$ cat config.mk
export PLATFORM = sky130hd
export DESIGN_NAME = array_linked_deque_core
export DESIGN_NICKNAME = d
export VERILOG_FILES = /design/src/rtl/core/ald_pkg.sv /design/src/rtl/core/array_linked_deque_core.sv /design/src/rtl/core/ald_free_find.sv /design/src/rtl/core/ald_list.sv
export SDC_FILE = /design/constraint.sdc
export NUM_CORES = 1
export LEC_CHECK = 0
export ABC_AREA = 1
export ABC_CLOCK_PERIOD_IN_PS = 6100
export BUFFER_PORTS_ARGS = -buffer_cell sky130_fd_sc_hd__buf_4
export CORE_UTILIZATION = 30
export CTS_CLUSTER_DIAMETER = 100
export DETAILED_ROUTE_END_ITERATION = 16
export GPL_ROUTABILITY_DRIVEN = 0
export PLACE_DENSITY = 0.53
export SLEW_MARGIN = 20
export SYNTH_ARGS = -nofsm -noshare
export SYNTH_HDL_FRONTEND = slang
export SYNTH_SLANG_ARGS = --single-unit
$ cat constraint.sdc
create_clock -name clk -period 6.1 [get_ports clk]
set_clock_uncertainty 0.15 [all_clocks]
set_input_delay 0.61 -clock clk [delete_from_list [all_inputs] [get_ports clk]]
set_output_delay 0.61 -clock clk [all_outputs]
set_load 0.01 [all_outputs]
$ cat src/rtl/core/ald_pkg.sv
// shared types, constants and codes for the array linked deque
// no dependencies
package ald_pkg;

    localparam int SLOT_COUNT = 16;
    localparam int VALUE_BITS = 32;
    localparam int SLOT_BITS  = (SLOT_COUNT > 1) ? $clog2(SLOT_COUNT) : 1;
    localparam int COUNT_BITS = $clog2(SLOT_COUNT + 1);

    localparam int OP_BITS     = 3;
    localparam int PUSH_BITS   = 32;
    localparam int STATUS_BITS = 2;
    localparam int REMOVE_BITS = 32;

    localparam int IN_DATA_BITS  = ((PUSH_BITS + 7) / 8) * 8;
    localparam int IN_USER_BITS  = ((OP_BITS + 7) / 8) * 8;
    localparam int OUT_RAW_BITS  = SLOT_BITS + REMOVE_BITS + COUNT_BITS;
    localparam int OUT_DATA_BITS = ((OUT_RAW_BITS + 7) / 8) * 8;
    localparam int OUT_USER_BITS = ((STATUS_BITS + 7) / 8) * 8;

    localparam logic [OP_BITS-1:0] OP_PUSH_HEAD = 3'd0;
    localparam logic [OP_BITS-1:0] OP_PUSH_TAIL = 3'd1;
    localparam logic [OP_BITS-1:0] OP_POP_HEAD  = 3'd2;
    localparam logic [OP_BITS-1:0] OP_POP_TAIL  = 3'd3;
    localparam logic [OP_BITS-1:0] OP_CLEAR     = 3'd4;

    localparam logic [STATUS_BITS-1:0] ST_DONE  = 2'd0;
    localparam logic [STATUS_BITS-1:0] ST_FULL  = 2'd1;
    localparam logic [STATUS_BITS-1:0] ST_EMPTY = 2'd2;

    typedef struct packed {
        logic [STATUS_BITS-1:0] status;
        logic [SLOT_BITS-1:0]   slot_used;
        logic [REMOVE_BITS-1:0] removed_value;
        logic [COUNT_BITS-1:0]  entry_count;
    } result_t;

endpackage

$ cat src/rtl/core/array_linked_deque_core.sv
// Double-ended queue of up to ald_pkg::SLOT_COUNT values held as a doubly
// linked list in a slot array. A command beat is captured in an input register
// when accepted, applied to the list by a single pass through the update logic
// once the result register can advance, and its result beat is then presented
// on the master side from that register; throughput is one beat per cycle while
// m_tready stays high. While a result beat waits on m_tready the input register
// can still take one command beat, after which s_tready drops; s_tready follows
// m_tready combinationally. Command codes ride on s_tuser, the status code on
// m_tuser. Depends on ald_pkg and ald_list.
module array_linked_deque_core (
    input  logic                              clk,
    input  logic                              rst_n,
    input  logic                              s_tvalid,
    output logic                              s_tready,
    // push_value [31:0]
    input  logic [ald_pkg::IN_DATA_BITS-1:0]  s_tdata,
    // operation [2:0]
    input  logic [ald_pkg::IN_USER_BITS-1:0]  s_tuser,
    output logic                              m_tvalid,
    input  logic                              m_tready,
    // slot_used, removed_value, entry_count, from the lowest bit up
    output logic [ald_pkg::OUT_DATA_BITS-1:0] m_tdata,
    // status [1:0]
    output logic [ald_pkg::OUT_USER_BITS-1:0] m_tuser
);

    logic                            in_valid_reg;
    logic [ald_pkg::OP_BITS-1:0]     op_reg;
    logic [ald_pkg::PUSH_BITS-1:0]   value_reg;
    logic                            out_valid_reg;
    ald_pkg::result_t                result_reg;
    ald_pkg::result_t                result_next;
    logic                            advance;
    logic                            step;

    assign advance  = !out_valid_reg || m_tready;
    assign step     = in_valid_reg && advance;
    assign s_tready = !in_valid_reg || advance;

    ald_list u_list (
        .clk        (clk),
        .rst_n      (rst_n),
        .step       (step),
        .operation  (op_reg),
        .push_value (value_reg),
        .result     (result_next)
    );

    always_ff @(posedge clk or negedge rst_n)
    begin
        if (!rst_n)
        begin
            in_valid_reg  <= 1'b0;
            out_valid_reg <= 1'b0;
        end
        else
        begin
            if (s_tready)
            begin
                in_valid_reg <= s_tvalid;
            end
            if (advance)
            begin
                out_valid_reg <= in_valid_reg;
            end
        end
    end

    always_ff @(posedge clk)
    begin
        if (s_tvalid && s_tready)
        begin
            op_reg    <= s_tuser[ald_pkg::OP_BITS-1:0];
            value_reg <= s_tdata[ald_pkg::PUSH_BITS-1:0];
        end
        if (step)
        begin
            result_reg <= result_next;
        end
    end

    assign m_tvalid = out_valid_reg;
    assign m_tdata  = ald_pkg::OUT_DATA_BITS'({result_reg.entry_count,
                                               result_reg.removed_value,
                                               result_reg.slot_used});
    assign m_tuser  = ald_pkg::OUT_USER_BITS'(result_reg.status);

endmodule

$ cat src/rtl/core/ald_free_find.sv
// lowest free slot search over the occupancy bits
// depends on ald_pkg
module ald_free_find (
    input  logic [ald_pkg::SLOT_COUNT-1:0] occupied,
    output logic [ald_pkg::SLOT_BITS-1:0]  free_slot
);

    always_comb
    begin
        free_slot = '0;
        for (int i = ald_pkg::SLOT_COUNT - 1; i >= 0; i--)
        begin
            if (!occupied[i])
            begin
                free_slot = ald_pkg::SLOT_BITS'(i);
            end
        end
    end

endmodule

$ cat src/rtl/core/ald_list.sv
// slot array, links, head/tail pointers and the per-beat update logic
// depends on ald_pkg and ald_free_find
module ald_list (
    input  logic                          clk,
    input  logic                          rst_n,
    input  logic                          step,
    input  logic [ald_pkg::OP_BITS-1:0]   operation,
    input  logic [ald_pkg::PUSH_BITS-1:0] push_value,
    output ald_pkg::result_t              result
);

    localparam int N  = ald_pkg::SLOT_COUNT;
    localparam int SB = ald_pkg::SLOT_BITS;
    localparam int CB = ald_pkg::COUNT_BITS;
    localparam int VB = ald_pkg::VALUE_BITS;

    logic [VB-1:0] value_reg     [N];
    logic [SB-1:0] to_head_reg   [N];
    logic [SB-1:0] to_tail_reg   [N];
    logic [VB-1:0] value_next    [N];
    logic [SB-1:0] to_head_next  [N];
    logic [SB-1:0] to_tail_next  [N];
    logic [N-1:0]  occupied_reg;
    logic [N-1:0]  occupied_next;
    logic [SB-1:0] head_reg;
    logic [SB-1:0] head_next;
    logic [SB-1:0] tail_reg;
    logic [SB-1:0] tail_next;
    logic [CB-1:0] count_reg;
    logic [CB-1:0] count_next;

    logic [SB-1:0] free_slot;
    logic [SB-1:0] pop_slot;
    logic [SB-1:0] neighbor;
    logic          is_full;
    logic          is_empty;

    ald_free_find u_free (
        .occupied  (occupied_reg),
        .free_slot (free_slot)
    );

    assign is_full  = (count_reg == CB'(N));
    assign is_empty = (count_reg == '0);

    always_comb
    begin
        value_next    = value_reg;
        to_head_next  = to_head_reg;
        to_tail_next  = to_tail_reg;
        occupied_next = occupied_reg;
        head_next     = head_reg;
        tail_next     = tail_reg;
        count_next    = count_reg;
        result        = '0;
        pop_slot      = (operation == ald_pkg::OP_POP_HEAD) ? head_reg : tail_reg;
        neighbor      = (operation == ald_pkg::OP_POP_HEAD) ? to_tail_reg[pop_slot]
                                                             : to_head_reg[pop_slot];
        case (operation)
            ald_pkg::OP_PUSH_HEAD, ald_pkg::OP_PUSH_TAIL:
            begin
                if (is_full)
                begin
                    result.status = ald_pkg::ST_FULL;
                end
                else
                begin
                    value_next[free_slot]    = VB'($unsigned(push_value));
                    occupied_next[free_slot] = 1'b1;
                    if (is_empty)
                    begin
                        head_next               = free_slot;
                        tail_next               = free_slot;
                        to_head_next[free_slot] = free_slot;
                        to_tail_next[free_slot] = free_slot;
                    end
                    else if (operation == ald_pkg::OP_PUSH_HEAD)
                    begin
                        to_tail_next[free_slot] = head_reg;
                        to_head_next[free_slot] = free_slot;
                        to_head_next[head_reg]  = free_slot;
                        head_next               = free_slot;
                    end
                    else
                    begin
                        to_head_next[free_slot] = tail_reg;
                        to_tail_next[free_slot] = free_slot;
                        to_tail_next[tail_reg]  = free_slot;
                        tail_next               = free_slot;
                    end
                    count_next       = count_reg + CB'(1);
                    result.slot_used = free_slot;
                end
            end
            ald_pkg::OP_POP_HEAD, ald_pkg::OP_POP_TAIL:
            begin
                if (is_empty)
                begin
                    result.status = ald_pkg::ST_EMPTY;
                end
                else
                begin
                    result.removed_value    = ald_pkg::REMOVE_BITS'(value_reg[pop_slot]);
                    result.slot_used        = pop_slot;
                    occupied_next[pop_slot] = 1'b0;
                    count_next              = count_reg - CB'(1);
                    if (count_reg == CB'(1))
                    begin
                        head_next = '0;
                        tail_next = '0;
                    end
                    else if (operation == ald_pkg::OP_POP_HEAD)
                    begin
                        head_next              = neighbor;
                        to_head_next[neighbor] = neighbor;
                    end
                    else
                    begin
                        tail_next              = neighbor;
                        to_tail_next[neighbor] = neighbor;
                    end
                end
            end
            ald_pkg::OP_CLEAR:
            begin
                occupied_next = '0;
                head_next     = '0;
                tail_next     = '0;
                count_next    = '0;
            end
            default:
            begin
            end
        endcase
        result.entry_count = count_next;
    end

    always_ff @(posedge clk or negedge rst_n)
    begin
        if (!rst_n)
        begin
            occupied_reg <= '0;
            head_reg     <= '0;
            tail_reg     <= '0;
            count_reg    <= '0;
        end
        else if (step)
        begin
            occupied_reg <= occupied_next;
            head_reg     <= head_next;
            tail_reg     <= tail_next;
            count_reg    <= count_next;
        end
    end

    // slot payload and links, no reset
    always_ff @(posedge clk)
    begin
        if (step)
        begin
            value_reg   <= value_next;
            to_head_reg <= to_head_next;
            to_tail_reg <= to_tail_next;
        end
    end

endmodule

==> impl_metrics.yaml, run 1 <==
run_status:
  status: "finished, final reports clean"
cells_and_area:
  antenna_cells: 0
  syn_to_final_growth_pct: 16.39
  nets: 3419
  utilization_pct: 35.36
  largest_reg_flops: 512
  drive_above_1_share_pct: 10.55
  regArea_um2: 22340
  finalNonFillerCells: 4940
  design_area_um2: 39890
  multi_input_area_um2: 10530
  fillers: 11326
synthesis:
  ys.flop_type: "edfxtp_1"
  synth_edf_count: 718
  synthTopCellsByArea: "edfxtp_1 63%, nand2_1 10%, a22oi_1 6.4%"
  syn-instance-count: 3238
  yosysUniqueCellTypes: 47
  ys_ff_latch: 749
  synth_top_area_cell: "edfxtp_1"
  synth_top_area_share_pct: 62.91
  seq_area_frac_synth_pct: 65.17
  ys_warn_count: 0
  syn_avg_cell_area_um2: 10.58
  syn-cell-area_um2: 34270
  postSynth.asyncResetShare_pct: 4.139
critical_path:
  required_ns: 6.27
  cp-startpoint: "op_reg[1]"
  critical_path_class: "flip-flop to flip-flop"
  slowest_stage: "nor2_4"
  max_stage_delay_ns: 0.69
  path_max_fanout: 19
  r2r_end: "u_list.to_tail_reg[18]"
  r2r_slack_ns: 1.44
  crit_top_cell: "nor2_1"
  crit_path_start_kind: "flip-flop"
  path_cells: "inv_2, nor2_8, nand2_4, nand2_2, nand2_2, nor2_4, buf_4, nand2_1, nand4_1, nand2_1, nand3_1, nor2_1, nor2_4, nand2_2, nor2_1, nor2_1, nor2_1"
  cp_data_arrival_time_ns: 4.82
  r2r_start: "op_reg[1]"
  critPathCaptureType: "flip-flop"
  reg2reg_depth: 17
  endpoint: "u_list.to_tail_reg[18]"
  critPathTopFamily: "simple AND/OR/NAND/NOR gates"
  cp.depth: 17
  critPathBufInv: 2
global_routing:
  antenna_found_initial: 0
  grt_pass1_wl_um: 170700
  grt-ovfl-total: 0
  grtUsageTotal_pct: 19.87
  grt_pass1_vias: 24923
  grt_max_degree: 102
place:
  hpwl_um: 70810
  portBuffers: 83
  dpl_cell_area_um2: 36900
  dp_cells: 4748
  place_ws_ns: 1.546
cts:
  root_buffer: "clkbuf_16"
  htreeDepth: 3
  cts_tree: "built"
  cts_setup_buffers: 0
  path_clk_slew_ns: 0.06
  clock-sinks: 749
  clockBufferDepth: 3
  numCtsBuffers: 87
  clk_latency_ns: 0.67
pwr:
  cellPowerDensity_nw_per_um2: 460.9
  p_leak_nw: 14.91
  total_power_mw: 18.39
  irDropWorstVdd_uv: 246.6
sta:
  worst_slack_ns: 1.444
  max_clock_freq_mhz: 214.8
  period_minus_slack_ns: 4.656
  setup_tns_ns: 0
  report.final.slew_viol_count: 0
  relSlewSlack_pct: 25.39
  finalHoldViolCount: 0
  worst_pin_slew_ns: 1.117
  rsz0062_at_grt: "false"
  setup_viol: 0
  whs_ns: 0.04418
  fin_crit_sh_pct: 76.33
die:
  core_area_um2: 112800
  start_util_pct: 30.38
  die_w_um: 340.0
  die_y_um: 340.0
  ios: 102
  rows: 123
  dieArea_um2: 115600
drt:
  drtIter0Drc: 3243
  first_pass_iters: 6
  viasPerCell: 5.349
  vias: 26426
  wl_per_cell_um: 23.87
  antenna_left: 0
  drc: 0
  drt-total-wl_um: 117900
flow_run:
  maxCapViolations: 0
worst_hold_path:
  worst_hold_path_type: "input pin to flip-flop"
worst reg2reg max path, stage by stage (launching register included):
cell      delay, ns
edfxtp_1       0.49
inv_2          0.10
nor2_8         0.14
nand2_4        0.18
nand2_2        0.12
nand2_2        0.11
nor2_4         0.69
buf_4          0.40
nand2_1        0.13
nand4_1        0.20
nand2_1        0.10
nand3_1        0.13
nor2_1         0.08
nor2_4         0.20
nand2_2        0.22
nor2_1         0.31
nor2_1         0.16
nor2_1         0.42
cells by family after synthesis:
kind of cell    after synthesis  share of synthesized area, %
xor+xnor                      3                       0.07668
fa+ha+maj                     3                        0.1095
flops                       749                         65.17
buf+inv                     395                         4.735
other cells                   1                       0.01094
simple gates               1400                         16.78
compound gates              687                         13.12
cell usage in the layout, fill, tap and decap left out, drive strengths merged, types with 4 or more instances in the layout:
master	n
a22oi	291
nand3	120
nor2	237
nand4	39
dlygate4sd3	35
conb	13
clkbuf	112
dfrtp	31
o221ai	4
o211ai	18
a21oi	154
or2	4
o22ai	14
clkinv	38
inv	223
a31oi	17
a41oi	32
o31ai	18
nor3	17
nand3b	14
edfxtp	718
buf	173
o21ai	129
nand2	966
synthesized netlist by cell type (2+ instances only):
cell type and instances:
a21boi_0 3, a21oi_1 154, a22oi_1 291, a31oi_1 17, a41oi_1 32, buf_1 35
buf_2 25, buf_4 19, buf_6 5, clkbuf_1 91, clkinv_1 3, dfrtp_1 31
edfxtp_1 718, ha_1 3, inv_1 209, inv_2 8, nand2_1 954, nand2_2 11
nand3_1 120, nand3b_1 14, nand4_1 39, nor2_1 214, nor2_2 13, nor2_4 9
nor3_1 17, o2111ai_1 2, o211ai_1 18, o21a_1 2, o21ai_0 118, o21ai_1 7
o21ai_2 2, o21ai_4 2, o221ai_1 4, o22ai_1 14, o31ai_1 18, or2_2 4
xor2_1 2
power breakdown:
group | internal, mW | leakage [nW] | total, mW | switching [mW]
Sequential | 6.19 | 6.93 | 6.52 | 0.321
Clock | 2.78 | 1.29 | 4.93 | 2.15
Combinational | 1.85 | 6.69 | 6.94 | 5.10
Total | 10.8 | 14.9 | 18.4 | 7.56
final cells by class:
cell class	count	area share, %
well taps	1500	4.705
clock inverters	45	0.9002
repair buffers	208	4.228
inverters	220	2.070
multi-input cells	2106	26.39
clock buffers	112	5.718
flip-flops and latches	749	55.99
timing repair:
action / 4_1_cts / 5_1_grt
endpoints found under the hold margin: 65 / 0
endpoints found under the setup margin: 0 / 0
gates resized for setup: 0 / 0
hold buffers: 35 / 0
routing by layer:
| metal | up-vias | part of all wire [%] | wire length (µm) | GRT usage [%] |
|---|---|---|---|---|
| li1 | 11805 | - | - | - |
| met3 | 276 | 8.8 | 10400 | 3.027 |
| met5 | - | 0 | 0 | 0 |
| met4 | 0 | 4.4 | 5224 | 8.727 |
| met2 | 1417 | 45 | 53260 | 31.12 |
| met1 | 12928 | 42 | 49040 | 27.24 |
worst min path at each step:
stage | startpoint | endpoint | slack, ns | depth (start not counted)
final | s_tvalid | in_valid_reg | 0.04 | 3
after global routing | s_tdata[30] | value_reg[30] | 0.01 | 1
after CTS | s_tvalid | in_valid_reg | 0.007 | 3
after detailed placement | m_tvalid | m_tvalid | 0.39 | 2
after global placement | m_tvalid | m_tvalid | 0.37 | 2
after floorplan | rst_n | in_valid_reg | 0.16 | 0
Power figures use the tool's default switching activity.
==> inputs of run 2 (changes only) <==
- ABC_CLOCK_PERIOD_IN_PS: 6100 -> 4300
- clock period: 6.1 -> 4.3 ns (I/O delays scaled with it)
==> impl_metrics.yaml, run 2 (synthesized netlist as in run 1, its figures left out) <==
run_status:
  status: "finished, final reports clean"
sta:
  setup_viol: 0
  setup_tns_ns: 0
  whs_ns: 0.1421
  finalHoldViolCount: 0
  fin_crit_sh_pct: 98.68
  period_minus_slack_ns: 4.243
  report.final.slew_viol_count: 0
  worst_pin_slew_ns: 1.130
  worst_slack_ns: 0.05686
  max_clock_freq_mhz: 235.7
  relSlewSlack_pct: 24.41
die:
  core_area_um2: 112800
  die_y_um: 340.0
  start_util_pct: 30.38
  ios: 102
  dieArea_um2: 115600
  rows: 123
  die_w_um: 340.0
cells_and_area:
  mostFrequentLayoutCell: "nand2_1"
  drive_above_1_share_pct: 11.32
  design_area_um2: 40420
  largest_reg_flops: 512
  syn_to_final_growth_pct: 17.94
  nets: 3456
  antenna_cells: 0
  finalNonFillerCells: 4971
  utilization_pct: 35.83
  mostFrequentLayoutCells: "950 x nand2_1, 718 x edfxtp_1, 291 x a22oi_1"
flow_run:
  maxCapViolations: 0
critical_path:
  reg2reg_depth: 16
  r2r_end: "u_list.to_tail_reg[17]"
  critPathCaptureType: "flip-flop"
  cp_data_arrival_time_ns: 4.38
  path_max_fanout: 13
  r2r_start: "op_reg[1]"
  crit_path_start_kind: "flip-flop"
  critical_path_class: "flip-flop to flip-flop"
  r2r_slack_ns: 0.06
  required_ns: 4.43
worst_hold_path:
  worst_hold_path_type: "input pin to async pin"
pwr:
  p_leak_nw: 15.11
  cellPowerDensity_nw_per_um2: 648.5
  total_power_mw: 26.21
  irDropWorstVdd_uv: 597.1
drt:
  vias: 26738
  antenna_left: 0
  drtIter0Drc: 3356
  drc: 0
  drt-total-wl_um: 119500
  first_pass_iters: 8
  wl_per_cell_um: 24.05
  viasPerCell: 5.379
cts:
  clk_latency_ns: 0.66
  cts_tree: "built"
  htreeDepth: 3
  numCtsBuffers: 82
  clockBufferDepth: 3
  path_clk_slew_ns: 0.06
  clock-sinks: 749
  root_buffer: "clkbuf_16"
place:
  place_ws_ns: 0.09188
  dp_cells: 4780
  hpwl_um: 70470
  portBuffers: 83
  dpl_cell_area_um2: 37370
global_routing:
  grt_pass1_vias: 25145
  grt_pass1_wl_um: 172100
  grt-ovfl-total: 0
  grt_max_degree: 130
  antenna_found_initial: 1
  grtUsageTotal_pct: 20.00
[run 2: cell count changes in the layout (fill, tap and decap cells not counted), moves of 2 or more]
cell,delta
dlygate4sd3_1,+4
bufinv_16,+2
inv_16,-2
clkbuf_1,-2
clkinv_1,+2
buf_4,+17
buf_12,+19
nor2_2,+3
nor2_1,-2
clkinv_2,-7
inv_6,-3
clkinv_16,+3
clkbuf_16,-4
[run 2: where the power goes]
group          internal [mW]  total [mW]  leakage (nW)  switching [mW]
combinational           2.80        10.1          6.93            7.29
clock                   3.89        6.87          1.25            2.99
sequential              8.79        9.25          6.93           0.459
total                   15.5        26.2          15.1            10.7
[run 2: worst max-delay path by stage]
stage	start	endpoint	slack [ns]	cells after the start
2_1_floorplan	m_tready	u_list.value_reg[32]	-0.41	8
3_3_place_gp	op_reg[1]	u_list.to_tail_reg[18]	0.14	17
3_5_place_dp	op_reg[1]	u_list.to_tail_reg[18]	0.09	17
4_1_cts	op_reg[1]	u_list.to_tail_reg[19]	0.04	17
5_1_grt	op_reg[1]	u_list.to_tail_reg[17]	-0.005	16
6_report	op_reg[1]	u_list.to_tail_reg[17]	0.06	16
[run 2: cell type report]
cell class                      count  area, µm²
Multi-Input combinational cell   2108      10560
Clock buffer                      106       2173
Fill cell                       11214      72380
Clock inverter                     40      416.7
Timing Repair Buffer              248       2235
Inverter                          220      825.8
Sequential cell                   749      22340
Tap cell                         1500       1877
[run 2: repair_timing]
action | CTS | global route
endpoints found under the setup margin | 0 | 63
hold endpoints to repair | 68 | 0
setup buffers | 0 | 4
hold buffers | 39 | 0
resized for setup | 0 | 5
[run 2: routing by layer]
metal	vias to the layer above	GRT usage [%]	wire length (µm)
met1	13176	28.26	51010
li1	11881	-	-
met4	0	8.127	4923
met5	-	0	0
met3	270	3.508	11210
met2	1411	30.26	52380
[run 2: critical path, stage by stage, from the launching register on]
cell      delay, ns
edfxtp_1       0.50
inv_2          0.10
nor2_8         0.10
nand2_4        0.10
nand2_1        0.14
o21ai_4        0.15
nor2_2         0.89
nand2_1        0.10
nand2_1        0.10
o21ai_0        0.15
nand3_1        0.14
nor2_1         0.08
nor2_4         0.17
nand2_2        0.18
nor2_1         0.27
nor2_1         0.15
nor2_1         0.41
